## config.mk

```make
export PLATFORM = sky130hd
export DESIGN_NAME = rpa_ctrl
export DESIGN_NICKNAME = d
export VERILOG_FILES = /design/src/hdl/rpa_pkg.sv /design/src/hdl/rpa_ctrl.sv
export SDC_FILE = /design/constraint.sdc
export NUM_CORES = 1
export LEC_CHECK = 0
export BUFFER_PORTS_ARGS = -buffer_cell sky130_fd_sc_hd__buf_2
export CAP_MARGIN = 20
export CORE_MARGIN = 2
export CORE_UTILIZATION = 48
export DETAILED_ROUTE_END_ITERATION = 8
export GPL_ROUTABILITY_DRIVEN = 0
export PLACE_DENSITY = 0.91
export SETUP_SLACK_MARGIN = 0.5
export SYNTH_ARGS = -nofsm -noshare
export SYNTH_HDL_FRONTEND = slang
export SYNTH_SLANG_ARGS = --single-unit
```

## constraint.sdc

```tcl
create_clock -name clk -period 1.7 [get_ports clk]
set_input_delay 0.34 -clock clk [delete_from_list [all_inputs] [get_ports clk]]
set_output_delay 0.34 -clock clk [all_outputs]
set_load 0.05 [all_outputs]
```

## src/hdl/rpa_pkg.sv

```systemverilog
// Shared types and constants for the reference point association block.
// Holds the item payload structs, operation and register codes, and the
// command/status bundles passed between controller and datapath.
`timescale 1ns / 1ps
`default_nettype none

package rpa_pkg;

  // Table depth and count ceiling are tied to the payload field widths.
  localparam int NUM_REFS    = 64;
  localparam int MAX_MEMBERS = 1024;

  localparam logic [1:0] OP_CLEAR = 2'd0;
  localparam logic [1:0] OP_LOAD  = 2'd1;
  localparam logic [1:0] OP_ASSOC = 2'd2;
  localparam logic [1:0] OP_NOP   = 2'd3;

  localparam logic [2:0] CFG_REF_COUNT   = 3'd0;
  localparam logic [2:0] CFG_INTERCEPT_0 = 3'd1;
  localparam logic [2:0] CFG_INTERCEPT_1 = 3'd2;
  localparam logic [2:0] CFG_INTERCEPT_2 = 3'd3;
  localparam logic [2:0] CFG_INTERCEPT_3 = 3'd4;

  // Divider dividend width covers obj << 16, the dot product and d1 * r.
  localparam int DIV_NW = 56;
  localparam int DIV_DW = 32;
  localparam int SQ_W   = 64;

  typedef struct packed {
    logic [1:0]  operation;
    logic [5:0]  ref_index;
    logic [15:0] ref_coord_0;
    logic [15:0] ref_coord_1;
    logic [15:0] ref_coord_2;
    logic [15:0] ref_coord_3;
    logic [31:0] obj_0;
    logic [31:0] obj_1;
    logic [31:0] obj_2;
    logic [31:0] obj_3;
    logic        sure_member;
  } rpa_in_t;

  typedef struct packed {
    logic [5:0]  nearest_ref;
    logic [31:0] distance;
    logic [10:0] niche_count;
    logic [10:0] sure_count;
  } rpa_out_t;

  typedef struct packed {
    logic [3:0][15:0] coord;
    logic [17:0]      norm;
  } rpa_entry_t;

  typedef struct packed {
    logic capture;
    logic clear_counts;
    logic sq_acc;
    logic sqrt_load;
    logic tbl_write;
    logic fdiv_start;
    logic f_store;
    logic tbl_read;
    logic ref_skip;
    logic dot_acc;
    logic d1_start;
    logic d1_store;
    logic pmul;
    logic pdiv_start;
    logic e_store;
    logic sq_mul;
    logic sum_acc;
    logic sqrt_dist;
    logic dist_store;
    logic cnt_read;
    logic cnt_update;
    logic out_load;
  } rpa_cmd_t;

  typedef struct packed {
    logic k_last;
    logic ref_end;
    logic norm_zero;
    logic div_done;
    logic sqrt_done;
    logic e_sat;
    logic sum_ovf;
  } rpa_stat_t;

endpackage

`default_nettype wire

```

## src/hdl/rpa_ctrl.sv

```systemverilog
// Controller state machine: sequences load, clear, associate and no-op items
// through the datapath and owns the channel handshakes. Uses rpa_pkg.
`timescale 1ns / 1ps
`default_nettype none

module rpa_ctrl (
  input  wire logic               clk,
  input  wire logic               rst_n,
  input  wire logic               in_valid,
  input  wire logic [1:0]         in_op,
  output logic                    in_stall,
  output logic                    out_valid,
  input  wire logic               out_stall,
  input  wire rpa_pkg::rpa_stat_t stat,
  output rpa_pkg::rpa_cmd_t       cmd
);

  import rpa_pkg::*;

  localparam logic [4:0] S_IDLE       = 5'd0;
  localparam logic [4:0] S_LD_SQ      = 5'd1;
  localparam logic [4:0] S_LD_SQRT    = 5'd2;
  localparam logic [4:0] S_LD_WAIT    = 5'd3;
  localparam logic [4:0] S_LD_WR      = 5'd4;
  localparam logic [4:0] S_F_START    = 5'd5;
  localparam logic [4:0] S_F_WAIT     = 5'd6;
  localparam logic [4:0] S_REF_CHK    = 5'd7;
  localparam logic [4:0] S_RD_WAIT    = 5'd8;
  localparam logic [4:0] S_DOT        = 5'd9;
  localparam logic [4:0] S_D1_START   = 5'd10;
  localparam logic [4:0] S_D1_WAIT    = 5'd11;
  localparam logic [4:0] S_P_MUL      = 5'd12;
  localparam logic [4:0] S_P_START    = 5'd13;
  localparam logic [4:0] S_P_WAIT     = 5'd14;
  localparam logic [4:0] S_E          = 5'd15;
  localparam logic [4:0] S_ACC        = 5'd16;
  localparam logic [4:0] S_DIST_START = 5'd17;
  localparam logic [4:0] S_DIST_WAIT  = 5'd18;
  localparam logic [4:0] S_CNT_RD     = 5'd19;
  localparam logic [4:0] S_CNT_UPD    = 5'd20;
  localparam logic [4:0] S_DONE       = 5'd21;

  logic [4:0] state_r, state_nxt;
  logic       out_valid_r, out_valid_nxt;

  assign in_stall  = (state_r != S_IDLE);
  assign out_valid = out_valid_r;

  always_comb begin
    state_nxt     = state_r;
    out_valid_nxt = out_valid_r && out_stall;
    cmd           = '0;
    unique case (state_r)
      S_IDLE: begin
        if (in_valid) begin
          cmd.capture = 1'b1;
          unique case (in_op)
            OP_CLEAR: begin
              cmd.clear_counts = 1'b1;
              state_nxt        = S_DONE;
            end
            OP_LOAD:  state_nxt = S_LD_SQ;
            OP_ASSOC: state_nxt = S_F_START;
            default:  state_nxt = S_DONE;
          endcase
        end
      end
      S_LD_SQ: begin
        cmd.sq_acc = 1'b1;
        if (stat.k_last) begin
          state_nxt = S_LD_SQRT;
        end
      end
      S_LD_SQRT: begin
        cmd.sqrt_load = 1'b1;
        state_nxt     = S_LD_WAIT;
      end
      S_LD_WAIT: begin
        if (stat.sqrt_done) begin
          state_nxt = S_LD_WR;
        end
      end
      S_LD_WR: begin
        cmd.tbl_write = 1'b1;
        state_nxt     = S_DONE;
      end
      S_F_START: begin
        cmd.fdiv_start = 1'b1;
        state_nxt      = S_F_WAIT;
      end
      S_F_WAIT: begin
        if (stat.div_done) begin
          cmd.f_store = 1'b1;
          state_nxt   = stat.k_last ? S_REF_CHK : S_F_START;
        end
      end
      S_REF_CHK: begin
        if (stat.ref_end) begin
          state_nxt = S_CNT_RD;
        end else begin
          cmd.tbl_read = 1'b1;
          state_nxt    = S_RD_WAIT;
        end
      end
      S_RD_WAIT: begin
        // skip directions with zero norm
        if (stat.norm_zero) begin
          cmd.ref_skip = 1'b1;
          state_nxt    = S_REF_CHK;
        end else begin
          state_nxt = S_DOT;
        end
      end
      S_DOT: begin
        cmd.dot_acc = 1'b1;
        if (stat.k_last) begin
          state_nxt = S_D1_START;
        end
      end
      S_D1_START: begin
        cmd.d1_start = 1'b1;
        state_nxt    = S_D1_WAIT;
      end
      S_D1_WAIT: begin
        if (stat.div_done) begin
          cmd.d1_store = 1'b1;
          state_nxt    = S_P_MUL;
        end
      end
      S_P_MUL: begin
        cmd.pmul  = 1'b1;
        state_nxt = S_P_START;
      end
      S_P_START: begin
        cmd.pdiv_start = 1'b1;
        state_nxt      = S_P_WAIT;
      end
      S_P_WAIT: begin
        if (stat.div_done) begin
          cmd.e_store = 1'b1;
          state_nxt   = S_E;
        end
      end
      S_E: begin
        // an oversized residual saturates the distance; stop early
        if (stat.e_sat) begin
          state_nxt = S_DIST_START;
        end else begin
          cmd.sq_mul = 1'b1;
          state_nxt  = S_ACC;
        end
      end
      S_ACC: begin
        cmd.sum_acc = 1'b1;
        if (stat.sum_ovf || stat.k_last) begin
          state_nxt = S_DIST_START;
        end else begin
          state_nxt = S_P_MUL;
        end
      end
      S_DIST_START: begin
        cmd.sqrt_dist = 1'b1;
        state_nxt     = S_DIST_WAIT;
      end
      S_DIST_WAIT: begin
        if (stat.sqrt_done) begin
          cmd.dist_store = 1'b1;
          state_nxt      = S_REF_CHK;
        end
      end
      S_CNT_RD: begin
        cmd.cnt_read = 1'b1;
        state_nxt    = S_CNT_UPD;
      end
      S_CNT_UPD: begin
        cmd.cnt_update = 1'b1;
        state_nxt      = S_DONE;
      end
      S_DONE: begin
        // hold until the output register is free
        if (!out_valid_r || !out_stall) begin
          cmd.out_load  = 1'b1;
          out_valid_nxt = 1'b1;
          state_nxt     = S_IDLE;
        end
      end
      default: state_nxt = S_IDLE;
    endcase
  end

  always_ff @(posedge clk) begin
    if (!rst_n) begin
      state_r     <= S_IDLE;
      out_valid_r <= 1'b0;
    end else begin
      state_r     <= state_nxt;
      out_valid_r <= out_valid_nxt;
    end
  end

endmodule

`default_nettype wire

```

==> flow_summary.yaml, run 1 <==
logic_synthesis:
  async_flop_share_pct: 0
  synth.distinct_cells: 48
  muxShareOfSynthArea_pct: 1.648
  synth-simple-area-share_pct: 38.60
  synth-edff-count: 0
  syn_nets: 140
  syn_avg_cell_area_um2: 7.287
  yosys.area_share.adder_pct: 2.747
  seq_area_frac_synth_pct: 13.19
  synthCells: 125
  synth_top_family_by_area: "simple AND/OR/NAND/NOR gates"
  synthXorXnorAreaFrac_pct: 1.923
  syn_area_um2: 910.9
  synth-main-ff-cell: "dfxtp_1"
  ys_ff_latch: 6
  yosysWarningCount: 0
  synth_compound_area_share_pct: 30.91
floorplan:
  rows: 15
  die_w_um: 47.56
  ios: 37
  die_h_um: 47.56
  initial_utilization_pct: 51.63
clock_tree:
  postCtsSetupBuffers: 19
  cts.htree.levels: 1
  cts_hold_buf: 0
  cts-root-buf: "clkbuf_4"
  cts_resized: 94
  clkSinkCount: 6
  clock_path_buffers: 2
  cts_made_buffers: 3
place:
  pre_cts_slack_ns: -0.01287
  port_buffers: 36
  placed_cells_incl_taps: 199
  dp.final_hpwl_um: 2478
run_status:
  stop_error: "[ERROR DPL-0038] Utilization greater than 100%, impossible to legalize"
  stop_stage: "4_1_cts"
  status: "did not finish"
-- metrics by stage --
step | instance area, µm² | hold WS, ns | TNS, ns
2_1_floorplan | 1181 | 0.4847 | -0.4613
3_3_place_gp | 1451 | 0.5723 | 0
3_5_place_dp | 1451 | 0.5849 | -0.01288
-- synthesized netlist by cell type, types with 2 or more instances --
| master | number | area (µm²) |
|---|---|---|
| nor4_1 | 3 | 18.77 |
| nand2_1 | 8 | 30.03 |
| o21ai_0 | 8 | 40.04 |
| dfxtp_1 | 6 | 120.1 |
| a21oi_1 | 7 | 35.03 |
| o211a_1 | 2 | 20.02 |
| a21boi_0 | 2 | 15.01 |
| a211oi_1 | 2 | 15.01 |
| inv_1 | 5 | 18.77 |
| nand2b_1 | 3 | 18.77 |
| xor2_1 | 2 | 17.52 |
| and2_1 | 2 | 12.51 |
| nand3_1 | 2 | 10.01 |
| and3_1 | 5 | 31.28 |
| nor3_1 | 8 | 40.04 |
| buf_4 | 3 | 22.52 |
| and3b_1 | 3 | 26.28 |
| buf_2 | 5 | 25.02 |
| ha_1 | 2 | 25.02 |
| nor2_1 | 16 | 60.06 |
| nor3b_1 | 3 | 22.52 |
| o22ai_1 | 2 | 12.51 |
-- logic make-up after synthesis --
logic type / count (synthesis)
simple gates: 62
xor+xnor: 2
flops: 6
buf+inv: 17
fa+ha+maj: 2
compound gates: 35
mux: 1
==> run 2, diff against run 1 <==
--- a/config.mk
+++ b/config.mk
@@ -7,12 +7,11 @@
 export LEC_CHECK = 0
 export BUFFER_PORTS_ARGS = -buffer_cell sky130_fd_sc_hd__buf_2
 export CAP_MARGIN = 20
-export CORE_MARGIN = 2
-export CORE_UTILIZATION = 48
+export CORE_AREA = 2 2 63 65
 export DETAILED_ROUTE_END_ITERATION = 8
+export DIE_AREA = 0 0 65 67
 export GPL_ROUTABILITY_DRIVEN = 0
-export PLACE_DENSITY = 0.91
-export SETUP_SLACK_MARGIN = 0.5
+export PLACE_DENSITY_LB_ADDON = 0.15
 export SYNTH_ARGS = -nofsm -noshare
 export SYNTH_HDL_FRONTEND = slang
 export SYNTH_SLANG_ARGS = --single-unit
==> run 2 against run 1 <==
Synthesized cell count did not move; the flow now finishes, with violations (setup timing); synthesized area did not move.
==> flow_summary.yaml, run 2 <==
worst_hold_path:
  holdPathStages: 2
  hp-class: "input pin to register"
clock_tree:
  cts-root-buf: "clkbuf_8"
  cts_made_buffers: 3
  clk_latency_ns: 0.22
  clk_pin_slew_ns: 0.04
  cts_hold_buf: 0
  clkSinkCount: 6
  clock_path_buffers: 2
  cts.htree.levels: 1
  cts_tree: "built"
worst_setup_path:
  ff2ff_path_depth: 8
  critPathLaunchType: "register"
  cp_max_fo: 7
  arrival_ns: 1.43
  worst_ep_required_time_ns: 1.36
  critical_path.startpoint: "state_r[1]"
  crit_type: "register to output pin"
  crit_end: "cmd[20]"
  cp-end-kind: "output pin"
  r2r-end: "state_r[0]"
  r2r_slack_ns: -0.01
  reg2reg_from: "state_r[0]"
cells_and_area:
  drive_above_1_share_pct: 69.43
  fin_cells: 241
  final_cell_area_um2: 1857
  nFillCells: 362
  largest_register: "state_r"
  largest_register_ffs: 5
  insertedDiodeCount: 0
  final-seq-area_um2: 138.9
  layout_commonest_cell: "buf_4"
  layout_common_cells: "33 x buf_4, 25 x buf_6, 14 x buf_2"
  multiInputGateArea_um2: 934.6
  layout-area-overhead-vs-synth_pct: 103.8
  finalNetCount: 210
grt:
  gr-total-overflow: 0
  grt_antenna_before_repair: 0
  grt_pass1_wl_um: 5733
  grt_max_degree: 11
  grt_pass1_vias: 1224
  grt_util_all_layers_pct: 16.98
run_status:
  violations: "setup timing"
  status: "complete, but fails checks"
route:
  drtIter0Drc: 14
  drc: 0
  dr.pass1.iters: 4
  drtAntennaViolNets: 0
  routed_wl_um: 3582
  vias: 1195
  post_drt_wl_per_cell_um: 14.86
  via_per_inst: 4.959
logic_synthesis:
  synth-edff-count: 0
  synth-main-ff-cell: "dfxtp_1"
  synth.distinct_cells: 48
  synthTopCellsByArea: "dfxtp_1 13%, nor2_1 6.6%, nor3_1 4.4%"
  syn_avg_cell_area_um2: 7.287
  ys_ff_latch: 6
  syn_area_um2: 910.9
  seq_area_frac_synth_pct: 13.19
  synth_top_area_share_pct: 13.19
  synth_top_cell_by_area: "dfxtp_1"
  synth_commonest_cells: "16 x nor2_1, 8 x nand2_1, 8 x nor3_1, 8 x o21ai_0, 7 x a21oi_1"
  yosysMostFrequentCell: "nor2_1"
  async_flop_share_pct: 0
  yosysWarningCount: 0
  syn_nets: 140
  synthCells: 125
run:
  maxCapViolations: 0
timing:
  relSlewSlack_pct: 79.43
  finClkSkew_ns: 0.0004752
  fin_ws_ns: -0.06501
  rsz0062_at_grt: "true"
  period_needed_ns: 1.765
  worst_slew_pin_slew_ns: 0.3062
  slew_viol_final: 0
  period_share_pct: 103.8
  hold_violations: 0
  setup_viol: 7
  max_freq_mhz: 566.6
place:
  port_buffers: 36
  placed_cells_incl_taps: 228
  dp.final_hpwl_um: 2715
  place_area_um2: 1430
power:
  power_switching_w: 0.001562
  p_total_w: 0.003111
  switching_share_pct: 50.21
  pwr-share-clk_pct: 6.9
  power.density_nw_per_um2: 1676
  ir_worst_vdd_v: 0.0007823
  pwr-share-seq_pct: 10.5
  combPwrFrac_pct: 82.6
  p_int_w: 0.001549
  leakage_nw: 0.8062
floorplan:
  initial_utilization_pct: 25.26
  ios: 37
  rows: 22
  die_h_um: 67
  coreArea_um2: 3606
  die_w_um: 65
  dieArea_um2: 4355
[run 2: timing repair]
action | 4_1_cts | 5_1_grt
setup endpoints to repair | 24 | 25
buffers inserted | 7 | 3
pin swaps | 7 | 6
gates resized for setup | 64 | 27
[run 2: per-stage QoR]
step           setup TNS (ns)  util (%)  hold slack (ns)  setup WS [ns]
2_1_floorplan         -0.5883         -           0.4734        -0.1514
3_3_place_gp         -0.01279     39.66           0.6029       -0.01279
3_5_place_dp         -0.03801     39.66           0.5933       -0.02516
4_1_cts               -0.1895     47.88           0.3550       -0.05467
5_1_grt               -0.8755     51.49           0.3592        -0.1081
6_report              -0.2336     51.49           0.3590       -0.06501
[run 2: cell type report]
cell class / instances / share of cell area [%]
inverter: 6 / 1.213
timing repair buffer: 76 / 35.51
sequential: 6 / 7.480
multi-input combinational: 102 / 50.34
clock buffer: 3 / 2.224
tap: 48 / 3.235
[run 2: logic make-up (layout without fill, tap and decap cells)]
group | after synthesis | after routing | share of synthesized area [%]
flops | 6 | 6 | 13.19
buf+inv | 17 | 85 | 10.99
xor+xnor | 2 | 2 | 1.923
compound gates | 35 | 35 | 30.91
fa+ha+maj | 2 | 2 | 2.747
mux | 1 | 1 | 1.648
simple gates | 62 | 62 | 38.60
[run 2: worst min-delay path by stage]
stage,startpoint,end,slack (ns)
after global routing,rst_n,state_r[4],0.36
after detailed placement,rst_n,state_r[4],0.59
after floorplan,rst_n,state_r[4],0.47
after global placement,out_valid,out_valid,0.60
after CTS,rst_n,state_r[4],0.36
final,rst_n,state_r[4],0.36
[run 2: metal layers]
layer	vias to the layer above	routed length, µm	global-route usage [%]
li1	596	-	-
met1	568	1552	20.85
met2	27	1871	30.03
met3	4	104	1.689
met4	0	53	7.181
met5	-	0	0
[run 2: critical path, cell delays in order (launching register included)]
cell	delay [ns]
dfxtp_4	0.37
buf_6	0.13
nor3_4	0.21
and3_4	0.22
and2_4	0.14
buf_8	0.14
[run 2: power by group through the flow]
| stage | registers (W) | logic [W] | clock network, W |
|---|---|---|---|
| floorplan | 0.000234 | 0.00153 | 0 |
| global placement | 0.000293 | 0.00201 | 0 |
| detailed placement | 0.000294 | 0.00201 | 0 |
| CTS | 0.000311 | 0.00235 | 0.000225 |
| global route | 0.000336 | 0.00272 | 0.000237 |
| finish | 0.000327 | 0.00257 | 0.000215 |
Power figures use the tool's default switching activity.
